File: config.mk
export PLATFORM = sky130hd
export DESIGN_NAME = apdh_fifo
export DESIGN_NICKNAME = d
export VERILOG_FILES = /design/src/sv/apdh_pkg.sv /design/src/sv/apdh_fifo.sv
export SDC_FILE = /design/constraint.sdc
export NUM_CORES = 1
export LEC_CHECK = 0
export BUFFER_PORTS_ARGS = -buffer_cell sky130_fd_sc_hd__buf_4
export CORE_MARGIN = 2
export CORE_UTILIZATION = 55
export CTS_BUF_LIST = sky130_fd_sc_hd__clkbuf_16
export CTS_CLUSTER_DIAMETER = 120
export DETAILED_ROUTE_END_ITERATION = 8
export GPL_TIMING_DRIVEN = 0
export HOLD_SLACK_MARGIN = 0.05
export PLACE_DENSITY_LB_ADDON = 0.15
export SLEW_MARGIN = 0
export SYNTH_ARGS = -nofsm -noshare
export SYNTH_HDL_FRONTEND = slang
export SYNTH_SLANG_ARGS = --single-unit
export TNS_END_PERCENT = 5
File: constraint.sdc
create_clock -name clk -period 11.6 [get_ports clk]
set_clock_uncertainty 0.1 [all_clocks]
set_input_delay 0 -clock clk [delete_from_list [all_inputs] [get_ports clk]]
set_output_delay 0 -clock clk [all_outputs]
set_load 0.05 [all_outputs]
File: src/sv/apdh_pkg.sv
// shared types, constants and helpers for the atom-pair descriptor histogram
// no dependencies; every other file but apdh_ram imports this package
package apdh_pkg;

  // stored bins
  localparam int BIN_COUNT = 4096;
  localparam int BIN_AW    = $clog2(BIN_COUNT);

  // field and datapath widths
  localparam int TYPE_W = 6;
  localparam int LIM_W  = 4;
  localparam int CNT_W  = 8;
  localparam int BIDX_W = 12;
  localparam int AP_W   = 11;   // pair span, up to 2016
  localparam int APC_W  = 15;   // pair span times cyclic slots, up to 32256
  localparam int IND_W  = 19;   // full computed index, up to 516095
  localparam int CFG_IDX_W = 2;

  localparam logic [CNT_W-1:0] CNT_MAX = 8'd255;

  // configuration register indexes
  localparam logic [CFG_IDX_W-1:0] REG_TYPE_COUNT    = 2'd0;
  localparam logic [CFG_IDX_W-1:0] REG_CYCLIC_LIMIT  = 2'd1;
  localparam logic [CFG_IDX_W-1:0] REG_ACYCLIC_LIMIT = 2'd2;

  // action codes
  localparam logic [1:0] ACT_CLEAR = 2'd0;
  localparam logic [1:0] ACT_ACC   = 2'd1;
  localparam logic [1:0] ACT_READ  = 2'd2;

  typedef enum logic [1:0] {
    K_NONE,
    K_CLEAR,
    K_ACC,
    K_READ
  } kind_t;

  // one classified job handed from front to back
  typedef struct packed {
    kind_t              kind;
    logic [IND_W-1:0]   ind;
    logic [IND_W-1:0]   len;
    logic [AP_W-1:0]    ap;
    logic [APC_W-1:0]   apc;
  } job_t;

  // triangular number n*(n+1)/2 of a type code
  function automatic logic [AP_W-1:0] tri6(input logic [TYPE_W-1:0] n);
    logic [12:0] p;
    p = 13'(n) * (13'(n) + 13'd1);
    return p[AP_W:1];
  endfunction

endpackage

File: src/sv/apdh_fifo.sv
// two-entry job queue between front and back
// depends on apdh_pkg
module apdh_fifo (
  input  logic            clk,
  input  logic            rst,
  input  logic            push,
  input  apdh_pkg::job_t  job_in,
  output logic            full,
  input  logic            pop,
  output apdh_pkg::job_t  head,
  output logic            empty
);
  import apdh_pkg::*;

  job_t       slot [2];
  logic       wptr;
  logic       rptr;
  logic [1:0] count;

  assign full  = count == 2'd2;
  assign empty = count == 2'd0;
  assign head  = slot[rptr];

  // storage
  always_ff @(posedge clk) begin
    if (push) begin
      slot[wptr] <= job_in;
    end
  end

  // pointers and fill
  always_ff @(posedge clk) begin
    if (rst) begin
      wptr  <= 1'b0;
      rptr  <= 1'b0;
      count <= 2'd0;
    end else begin
      if (push) wptr <= ~wptr;
      if (pop)  rptr <= ~rptr;
      if (push && !pop) count <= count + 2'd1;
      else if (pop && !push) count <= count - 2'd1;
    end
  end

`ifndef NO_ASSERTIONS
  a_no_push_full: assert property (@(posedge clk) disable iff (rst) push |-> !full)
    else $error("push into full queue");
  a_no_pop_empty: assert property (@(posedge clk) disable iff (rst) pop |-> !empty)
    else $error("pop from empty queue");
`endif

endmodule

==> impl_results.md <==
* Outcome: finished, final reports clean
* Fraction of final layout cells sized beyond drive strength 1 at 0.5236
* Post-detailed-placement half-perimeter wirelength at 5661 um
* Detail Route Antenna Nets at 0
* Syn nets at 298
* Routability Congestion at 0.6944
* Setup repair after global routing missed its margin: no
* ANT cells at 0
* Vertical die dimension at 99.13 um
* Clock buffer count from CTS at 17
* Final min period at 1.873 ns
* Most frequent cell after synthesis: sky130_fd_sc_hd__edfxtp_1
* Final setup violating endpoints at 0
* Final-layout fill cell count at 392
* Vias after detailed routing at 2944
* Max-cap violations at 0
* Reported leakage power at 2.909 nW
* Worst Path Required at 11.85 ns
* Number of synthesized register bits at 137
* Number of buffers added for setup after CTS at 0
* Total I/O pin count at 138
* Area share of the largest cell type after synthesis at 0.7964
* Async set or reset register ratio after synthesis at 0
* Wire per inst at 19.06 um
* Number of global-route vias before repair at 3305
* DRC violation count after routing at 0
* Post-synthesis simple-gate area fraction at 0.009301
* Largest fanout on the critical path at 2
* Area of combinational cells with multiple inputs at 857.1 sq um
* Worst-case headroom to the max-slew limit at 0.3845
* YS warnings at 0
* Number of port buffers at 137
* Number of cell rows at 34
* Min-delay worst type: input pin to flip-flop
* Drt pass-1 iters at 4
* Summed negative setup slack over all endpoints at 0 ns
* Number of buffers on the longest clock path at 2
* Mux share of post-synthesis cell area at 0.1493
* Ratio of routed vias to standard cells at 5.129
* Die X-Extent at 99.13 um
* Routed WL at 10940 um
* Avg Cell Area, Syn at 21.93 sq um
* Effective utilization at floorplan at 0.5680
* Die Footprint at 9827 sq um
* Global-route wire length before repair at 16970 um
* Share of synthesized cell area in full adder, half adder and majority cells at 0.002514
* Synth Cell Area at 4977 sq um
* Count of final max-slew check failures at 0
* Maximum frequency from static timing analysis at 533.9 MHz
* Sequential cell area at 4064 sq um
* Clock slew seen by the registers of the worst setup and hold paths at 0.06 ns
* Count of flip-flops with a built-in enable after synthesis at 132
* Initial antenna violation count at 0
* Overall Global Routing Usage at 0.2335
* Predominant post-synthesis flop cell: sky130_fd_sc_hd__edfxtp_1
* Maximum number of pins on one net before global-route repair at 67
* Area of the core region at 8763 sq um
* Power per standard cell area at 187.4 nW/um^2
* Leading post-synthesis cells by cell area: sky130_fd_sc_hd__edfxtp_1 (80%), sky130_fd_sc_hd__mux2_2 (15%), sky130_fd_sc_hd__dfxtp_1 (2.0%)
* Count of unique library cells instantiated by Yosys at 17
* Setup slack of the worst register-to-register path at 9.77 ns
* Overflow left after global routing at 0
* Clock tree from TritonCTS: yes
* Number of placed instances, taps included at 474
* Fraction of the cycle the final worst path needs at 0.1615
* Class of the most critical setup path: input pin to flip-flop
* Number of DRC markers after the initial detailed-route iteration at 131
* Synth-to-Final Area Change at 51.26%
* Final Net Count at 526
* Compound-Gate Fraction of Synth Area at 0.002011
* CTS Sinks at 137
* Finished Layout Cells at 574
* Clock H-tree levels at 4
* Dominant combinational cell family by area after synthesis: multiplexers
* Xor/xnor share of the synthesized area at 0.007039
* CP startpoint kind: input pin
* Clock insertion delay at the later pin of the skew report at 0.40 ns
* Max IR drop VDD at 0.0001394 V
* Clock root buffer: sky130_fd_sc_hd__clkbuf_16
* CP endpoint kind: flip-flop
* Endpoint arrival time on the critical path at 2.12 ns
* Transition time of the tightest slew-check pin at 0.9232 ns
* Synth Instances at 227
* Post-synthesis sequential area ratio at 0.8165
* Cell type with the largest total area after synthesis: sky130_fd_sc_hd__edfxtp_1
* Post-synth top cells: sky130_fd_sc_hd__edfxtp_1 (132), sky130_fd_sc_hd__mux2_2 (66), sky130_fd_sc_hd__dfxtp_1 (5), sky130_fd_sc_hd__nor2_1 (5), sky130_fd_sc_hd__buf_6 (4)
* Number of hold violations in the final report at 0
==> per-layer routing <==
metal	GRT usage	share of wire	routed length [um]
met5	0	0	0
met4	0.07376	0.016	178
met3	0.07800	0.056	611
met2	0.4241	0.56	6076
met1	0.2593	0.37	4074
==> worst paths after layout <==
| check | start | depth (start not counted) | to |
|---|---|---|---|
| hold / removal | job_in[63] | 2 | slot[1][63] |
| setup reg to reg | wptr | 3 | slot[0][60] |
| hold reg to reg | rptr | 2 | rptr |
| setup / recovery | pop | 8 | count[1] |
==> metrics by stage <==
stage / hold slack (ns) / instance area, sq um / util / setup WS (ns) / power [W]
floorplan: -0.03093 / 4977 / - / 7.741 / 0.0007473
global placement: 0.08480 / 6141 / 0.7007 / 6.115 / 0.0008195
detailed placement: 0.08743 / 6198 / 0.7073 / 9.778 / 0.0008245
CTS: 0.2070 / 7528 / 0.8591 / 9.769 / 0.001414
global route: 0.2094 / 7528 / 0.8591 / 9.680 / 0.001452
finish: 0.2171 / 7528 / 0.8591 / 9.727 / 0.001411
==> where the power goes <==
group	internal (W)	switching [W]
registers	0.000577	0.00000889
clock network	0.000378	0.000194
logic	0.0000982	0.000155
total	0.00105	0.000357
==> area by class of cell <==
type / count / share of cell area
multi-input cells: 82 / 0.1138
clock inverters: 13 / 0.02709
well taps: 108 / 0.01795
repair buffers: 209 / 0.2360
flip-flops and latches: 137 / 0.5398
inverters: 1 / 0.0004986
clock buffers: 17 / 0.05651
plain buffers: 7 / 0.008310
==> cells by family (layout without fill, tap and decap cells) <==
family | after synthesis | in the layout
adder cells (fa/ha/maj) | 1 | 1
AO/OA/AOI/OAI | 2 | 2
AND/OR/NAND/NOR | 9 | 9
flip-flops | 137 | 137
buffers and inverters | 8 | 247
multiplexers | 66 | 66
XOR/XNOR | 4 | 4
==> placed cells by master (no fill, tap or decap), types with 2 or more instances in the layout <==
cell type / n
sky130_fd_sc_hd__dfxtp_1: 5
sky130_fd_sc_hd__clkinv_2: 3
sky130_fd_sc_hd__buf_2: 2
sky130_fd_sc_hd__mux2_2: 66
sky130_fd_sc_hd__buf_6: 4
sky130_fd_sc_hd__xnor2_1: 2
sky130_fd_sc_hd__clkinv_4: 4
sky130_fd_sc_hd__dlygate4sd3_1: 70
sky130_fd_sc_hd__nor2_1: 5
sky130_fd_sc_hd__xor2_1: 2
sky130_fd_sc_hd__clkbuf_16: 17
sky130_fd_sc_hd__bufinv_16: 5
sky130_fd_sc_hd__edfxtp_1: 132
sky130_fd_sc_hd__buf_4: 138
==> worst max-delay path, stage by stage <==
cell                            delay (ns)
sky130_fd_sc_hd__dlygate4sd3_1        0.56
sky130_fd_sc_hd__buf_4                0.13
sky130_fd_sc_hd__inv_1                0.05
sky130_fd_sc_hd__ha_1                 0.19
sky130_fd_sc_hd__xor2_1               0.16
sky130_fd_sc_hd__or3_1                0.33
sky130_fd_sc_hd__a21oi_1              0.15
sky130_fd_sc_hd__dlygate4sd3_1        0.56
==> state kept, by name (all words and copies together) (netlist names), named ones only <==
| signal | cells |
|---|---|
| slot | 132 |
| count | 2 |
| rptr | 1 |
| wptr | 1 |
==> timing repair <==
item | in CTS | in global routing
gates resized for setup | 0 | 0
endpoints found under the hold margin | 137 | 0
hold buffers | 70 | 0
Power figures use the tool's default switching activity.
