===== config.mk =====
export PLATFORM = sky130hd
export DESIGN_NAME = apdh_front
export DESIGN_NICKNAME = d
export VERILOG_FILES = /design/src/sv/apdh_pkg.sv /design/src/sv/apdh_front.sv
export SDC_FILE = /design/constraint.sdc
export NUM_CORES = 1
export LEC_CHECK = 0
export BUFFER_PORTS_ARGS = -buffer_cell sky130_fd_sc_hd__buf_2
export CAP_MARGIN = 20
export CORE_ASPECT_RATIO = 1.1
export CORE_MARGIN = 2
export CORE_UTILIZATION = 25
export CTS_CLUSTER_DIAMETER = 100
export CTS_CLUSTER_SIZE = 12
export DETAILED_ROUTE_END_ITERATION = 10
export PLACE_DENSITY_LB_ADDON = 0.1
export SKIP_CTS_REPAIR_TIMING = 1
export SLEW_MARGIN = 20
export SYNTH_ARGS = -nofsm -noshare
export SYNTH_HDL_FRONTEND = slang
export SYNTH_SLANG_ARGS = --single-unit

===== constraint.sdc =====
create_clock -name clk -period 8.4 [get_ports clk]
set_input_delay 1.68 -clock clk [delete_from_list [all_inputs] [get_ports clk]]
set_output_delay 1.68 -clock clk [all_outputs]
set_load 0.03 [all_outputs]

===== src/sv/apdh_pkg.sv =====
// shared types, constants and helpers for the atom-pair descriptor histogram
// no dependencies; every other file but apdh_ram imports this package
package apdh_pkg;

  // stored bins
  localparam int BIN_COUNT = 4096;
  localparam int BIN_AW    = $clog2(BIN_COUNT);

  // field and datapath widths
  localparam int TYPE_W = 6;
  localparam int LIM_W  = 4;
  localparam int CNT_W  = 8;
  localparam int BIDX_W = 12;
  localparam int AP_W   = 11;   // pair span, up to 2016
  localparam int APC_W  = 15;   // pair span times cyclic slots, up to 32256
  localparam int IND_W  = 19;   // full computed index, up to 516095
  localparam int CFG_IDX_W = 2;

  localparam logic [CNT_W-1:0] CNT_MAX = 8'd255;

  // configuration register indexes
  localparam logic [CFG_IDX_W-1:0] REG_TYPE_COUNT    = 2'd0;
  localparam logic [CFG_IDX_W-1:0] REG_CYCLIC_LIMIT  = 2'd1;
  localparam logic [CFG_IDX_W-1:0] REG_ACYCLIC_LIMIT = 2'd2;

  // action codes
  localparam logic [1:0] ACT_CLEAR = 2'd0;
  localparam logic [1:0] ACT_ACC   = 2'd1;
  localparam logic [1:0] ACT_READ  = 2'd2;

  typedef enum logic [1:0] {
    K_NONE,
    K_CLEAR,
    K_ACC,
    K_READ
  } kind_t;

  // one classified job handed from front to back
  typedef struct packed {
    kind_t              kind;
    logic [IND_W-1:0]   ind;
    logic [IND_W-1:0]   len;
    logic [AP_W-1:0]    ap;
    logic [APC_W-1:0]   apc;
  } job_t;

  // triangular number n*(n+1)/2 of a type code
  function automatic logic [AP_W-1:0] tri6(input logic [TYPE_W-1:0] n);
    logic [12:0] p;
    p = 13'(n) * (13'(n) + 13'd1);
    return p[AP_W:1];
  endfunction

endpackage


===== src/sv/apdh_front.sv =====
// front end: configuration registers, input acceptance, pair ordering and index build
// depends on apdh_pkg
module apdh_front (
  input  logic                               clk,
  input  logic                               rst,
  input  logic                               cfg_wr_en,
  input  logic [apdh_pkg::CFG_IDX_W-1:0]     cfg_index,
  input  logic [apdh_pkg::TYPE_W-1:0]        cfg_data,
  input  logic                               hold,
  input  logic                               in_valid,
  output logic                               in_stall,
  input  logic [1:0]                         action,
  input  logic [apdh_pkg::TYPE_W-1:0]        type_first,
  input  logic [apdh_pkg::TYPE_W-1:0]        type_second,
  input  logic [7:0]                         cyclic_bonds,
  input  logic [7:0]                         acyclic_bonds,
  input  logic [apdh_pkg::BIDX_W-1:0]        bin_index,
  output logic                               push,
  output apdh_pkg::job_t                     job,
  input  logic                               full
);
  import apdh_pkg::*;

  localparam logic [1:0] F_IDLE = 2'd0;
  localparam logic [1:0] F_MUL1 = 2'd1;
  localparam logic [1:0] F_MUL2 = 2'd2;
  localparam logic [1:0] F_PUSH = 2'd3;

  logic [1:0]        state;
  logic [TYPE_W-1:0] type_count;
  logic [LIM_W-1:0]  cyc_lim;
  logic [LIM_W-1:0]  acyc_lim;

  kind_t             kind;
  logic [TYPE_W-1:0] lo;
  logic [AP_W-1:0]   tri_hi;
  logic [AP_W-1:0]   ap;
  logic [LIM_W-1:0]  nc;
  logic [LIM_W-1:0]  na;
  logic [BIDX_W-1:0] bi;
  logic [APC_W-1:0]  apc;
  logic [APC_W-1:0]  apnc;
  logic [IND_W-1:0]  apcna;
  logic [IND_W-1:0]  len;

  logic              accept;
  logic              bonds_ok;
  logic              first_big;
  kind_t             kind_next;
  logic [4:0]        c1;
  logic [4:0]        d1;
  logic [15:0]       apc_full;
  logic [15:0]       apnc_full;
  logic [19:0]       apcna_full;
  logic [19:0]       len_full;
  logic [IND_W-1:0]  ind_sum;

  assign in_stall = (state != F_IDLE) || hold;
  assign accept   = in_valid && !in_stall;

  // configuration writes
  always_ff @(posedge clk) begin
    if (rst) begin
      type_count <= 6'd8;
      cyc_lim    <= 4'd7;
      acyc_lim   <= 4'd7;
    end else if (cfg_wr_en) begin
      unique case (cfg_index)
        REG_TYPE_COUNT:    type_count <= cfg_data;
        REG_CYCLIC_LIMIT:  cyc_lim    <= cfg_data[LIM_W-1:0];
        REG_ACYCLIC_LIMIT: acyc_lim   <= cfg_data[LIM_W-1:0];
        default: ;
      endcase
    end
  end

  // classify the incoming word
  always_comb begin
    bonds_ok  = (cyclic_bonds <= 8'(cyc_lim)) && (acyclic_bonds <= 8'(acyc_lim));
    first_big = type_first > type_second;
    unique case (action)
      ACT_CLEAR: kind_next = K_CLEAR;
      ACT_ACC:   kind_next = bonds_ok ? K_ACC : K_NONE;
      ACT_READ:  kind_next = K_READ;
      default:   kind_next = K_NONE;
    endcase
  end

  // index arithmetic, one multiply level per step
  always_comb begin
    c1         = {1'b0, cyc_lim} + 5'd1;
    d1         = {1'b0, acyc_lim} + 5'd1;
    apc_full   = 16'(ap) * 16'(c1);
    apnc_full  = 16'(ap) * 16'(nc);
    apcna_full = 20'(apc) * 20'(na);
    len_full   = 20'(apc) * 20'(d1);
    ind_sum    = IND_W'(apcna) + IND_W'(apnc) + IND_W'(tri_hi) + IND_W'(lo);
  end

  // sequencer
  always_ff @(posedge clk) begin
    if (rst) begin
      state <= F_IDLE;
    end else begin
      unique case (state)
        F_IDLE: if (accept) state <= F_MUL1;
        F_MUL1: state <= F_MUL2;
        F_MUL2: state <= F_PUSH;
        F_PUSH: if (!full) state <= F_IDLE;
        default: state <= F_IDLE;
      endcase
    end
  end

  // datapath registers
  always_ff @(posedge clk) begin
    if (accept) begin
      kind   <= kind_next;
      lo     <= first_big ? type_second : type_first;
      tri_hi <= tri6(first_big ? type_first : type_second);
      ap     <= tri6(type_count);
      nc     <= cyclic_bonds[LIM_W-1:0];
      na     <= acyclic_bonds[LIM_W-1:0];
      bi     <= bin_index;
    end
    if (state == F_MUL1) begin
      apc  <= apc_full[APC_W-1:0];
      apnc <= apnc_full[APC_W-1:0];
    end
    if (state == F_MUL2) begin
      apcna <= apcna_full[IND_W-1:0];
      len   <= len_full[IND_W-1:0];
    end
  end

  // job to the queue
  assign push     = (state == F_PUSH) && !full;
  assign job.kind = kind;
  assign job.ind  = (kind == K_READ) ? IND_W'(bi) : ind_sum;
  assign job.len  = len;
  assign job.ap   = ap;
  assign job.apc  = apc;

endmodule


==> impl_metrics.py <==
metrics = {
    "yosys": {
        "ys.flop_type": "edfxtp_1",
        "synth_fp_nets": 1978,
        "synth_area_leaders": "edfxtp_1, fa_1, ha_1, inv_1, nand2_1",
        "synth.distinct_cells": 57,
        "synthCells": 1561,
        "syn_avg_cell_area_um2": 9.77,
        "ys_async_sr_fraction_pct": 0,
        "yosysWarningCount": 0,
        "synth_top_cell_area_share_pct": 23.2,
        "yosysSeqAreaShare_pct": 25.3,
        "synth-edff-count": 118,
        "ys_ff_latch": 134,
        "synth_area_leader_cell": "edfxtp_1",
        "synth.cell_area_um2": 15300,
    },
    "setup_path": {
        "critPathTopFamily": "adder cells",
        "worst-path-buf-inv": 5,
        "cpMaxStageDelayCell": "mux2i_1",
        "critPathKind": "input port to register",
        "endpoint_kind": "register",
        "start_kind": "input port",
        "path_cells": "buf_2, inv_1, ha_1, and4_1, o21ai_0, a31o_2, mux2i_1, inv_1, ha_1, nand2_1, ha_1, nor2_1, fa_1, inv_1, fa_1, fa_1, inv_1, ha_1, a21oi_1, o21bai_1, a21oi_1, o21ai_0, xor2_1",
        "max_stage_delay_ps": 550,
        "cp.arrival_ps": 7070,
        "critPathRequiredTime_ps": 8630,
        "worstPathMaxFanout": 19,
    },
    "sta": {
        "hold_viol_final": 0,
        "finalMaxSlewViolations": 0,
        "finalSetupViolCount": 0,
        "skew_ps": 13.5,
        "rsz0062_at_grt": "no",
        "period_minus_slack_ps": 6840,
        "fin_setup_tns_ps": 0,
        "fin_crit_sh_pct": 81.5,
        "fmax_ghz": 0.146,
        "whs_ps": 516,
        "tightest_slew_ps": 953,
        "slew_headroom_pct": 36.0,
        "setup_ws_ps": 1560,
    },
    "detailed_routing": {
        "drt_drc_violations_left": 0,
        "first_iter_violations": 403,
        "via_count": 10900,
        "viasPerCell": 4.35,
        "antenna_left": 0,
        "first_pass_iters": 5,
        "wl_per_cell_um": 15.2,
        "wl_um": 37900,
    },
    "layout": {
        "fin_cells": 2498,
        "area_growth_pct": 14.3,
        "layout_commonest_cell": "inv_1",
        "final_util_pct": 29.0,
        "layout_common_cells": "inv_1, ha_1, nand2_1",
        "antenna_cells": 0,
        "drive_above_1_share_pct": 10.5,
        "nNetsFinal": 2086,
    },
    "floorplan": {
        "rows": 94,
        "start_util_pct": 25.4,
        "fp.dieArea_um2": 63000,
        "die_h_um": 263,
        "design.core.area_um2": 60100,
        "fp.dieW_um": 240,
        "io_pins": 124,
    },
    "cts": {
        "htree_levels": 4,
        "numCtsBuffers": 17,
        "cts_tree": "built",
        "insertion_delay_ps": 490,
        "clock_sinks": 134,
        "path_clk_slew_ps": 70,
        "cts-root-buf": "clkbuf_16",
        "clk_path_buf_depth": 2,
    },
    "pwr": {
        "vdd_ir_drop_max_mv": 0.306,
        "p_per_area_nw_per_um2": 384,
        "leakagePower_nw": 8.19,
    },
    "global_routing": {
        "grt_use_total_pct": 12.9,
        "grt_first_pass_wirelength_um": 63200,
        "grt_pass1_vias": 11600,
        "grt_max_degree": 52,
        "grt.overflow.total": 0,
        "antenna_found_initial": 0,
    },
    "outcome": {
        "outcome": "finished, final reports clean",
    },
    "hold_path": {
        "hold_path_class": "register to register",
    },
    "place": {
        "place.gp.congestion": 0.787,
        "pre_cts_ws_ps": 1070,
        "dp.cells": 2466,
        "dp_hpwl_um": 30800,
        "io_buffers": 123,
    },
    "flow_run": {
        "cap_violations": 0,
    },
}
==> path summary, 6_finish.rpt <==
path	start	end	slack, ps	cells past startpoint
worst max-delay path	type_second[5]	tri_hi[9]	1560	23
worst min-delay path	acyc_lim[0]	acyc_lim[0]	520	1
worst max register to register	acyc_lim[0]	len[17]	2730	16
worst min register to register	acyc_lim[0]	acyc_lim[0]	520	1
==> stage by stage <==
step	total power, mW	cell area [um^2]
2_1_floorplan	4.68	15300
3_3_place_gp	5.96	16800
3_5_place_dp	5.96	16800
4_1_cts	6.85	17400
5_1_grt	7.41	17400
6_report	6.69	17400
==> layer usage <==
layer	GRT usage [%]	wire, um
met2	21.9	18600
met3	3.04	1300
met4	2.94	376
met1	16.6	17500
met5	0	0
==> cells by family after synthesis <==
group	share of synthesized area, %
muxes	0.993
and+or+nand+nor	16.7
AOI/OAI and AO/OA	8.63
buffers and inverters	5.91
xor gates and xnor gates	4.71
DFF	25.3
adders and majority gates	37.7
==> Yosys cell counts, drive strengths merged, types with 3 or more instances <==
master	n
or3	10
nand2	183
and3	7
a211o	5
nor3	18
nor2b	48
a2111oi	3
edfxtp	118
and4	3
nand3	15
inv	198
a21o	18
or2	4
nor2	100
o31ai	10
a21oi	62
and2	82
dfxtp	16
a41oi	3
o21bai	9
o311ai	3
xnor2	61
xor2	21
nor4	7
o21a	18
clkbuf	41
o21ai	44
ha	197
nand3b	3
nand2b	38
a211oi	13
a21boi	3
mux2i	14
fa	164
==> report_power, final <==
part | switching [mW] | internal (mW) | total, mW
registers | 0.217 | 1.07 | 1.29
clock network | 0.373 | 0.456 | 0.829
logic | 2.78 | 1.79 | 4.57
total | 3.37 | 3.31 | 6.69
==> registers in the layout, indices dropped and copies added (netlist names) <==
signal,count
tri_hi,11
nc,4
apc,15
len,19
apnc,15
na,4
acyc_lim,4
bi,12
type_count,6
lo,6
apcna,19
ap,11
cyc_lim,4
state,2
kind,2
==> layout make-up <==
cell class,instances,area (um^2)
repair buffers,131,676
fillers,6345,42700
multi-input cells,1187,10500
clock inverters,15,203
inverters,198,743
clock buffers,17,425
well taps,816,1020
flip-flops and latches,134,3860
No activity file was read; power rests on OpenSTA's default activity.
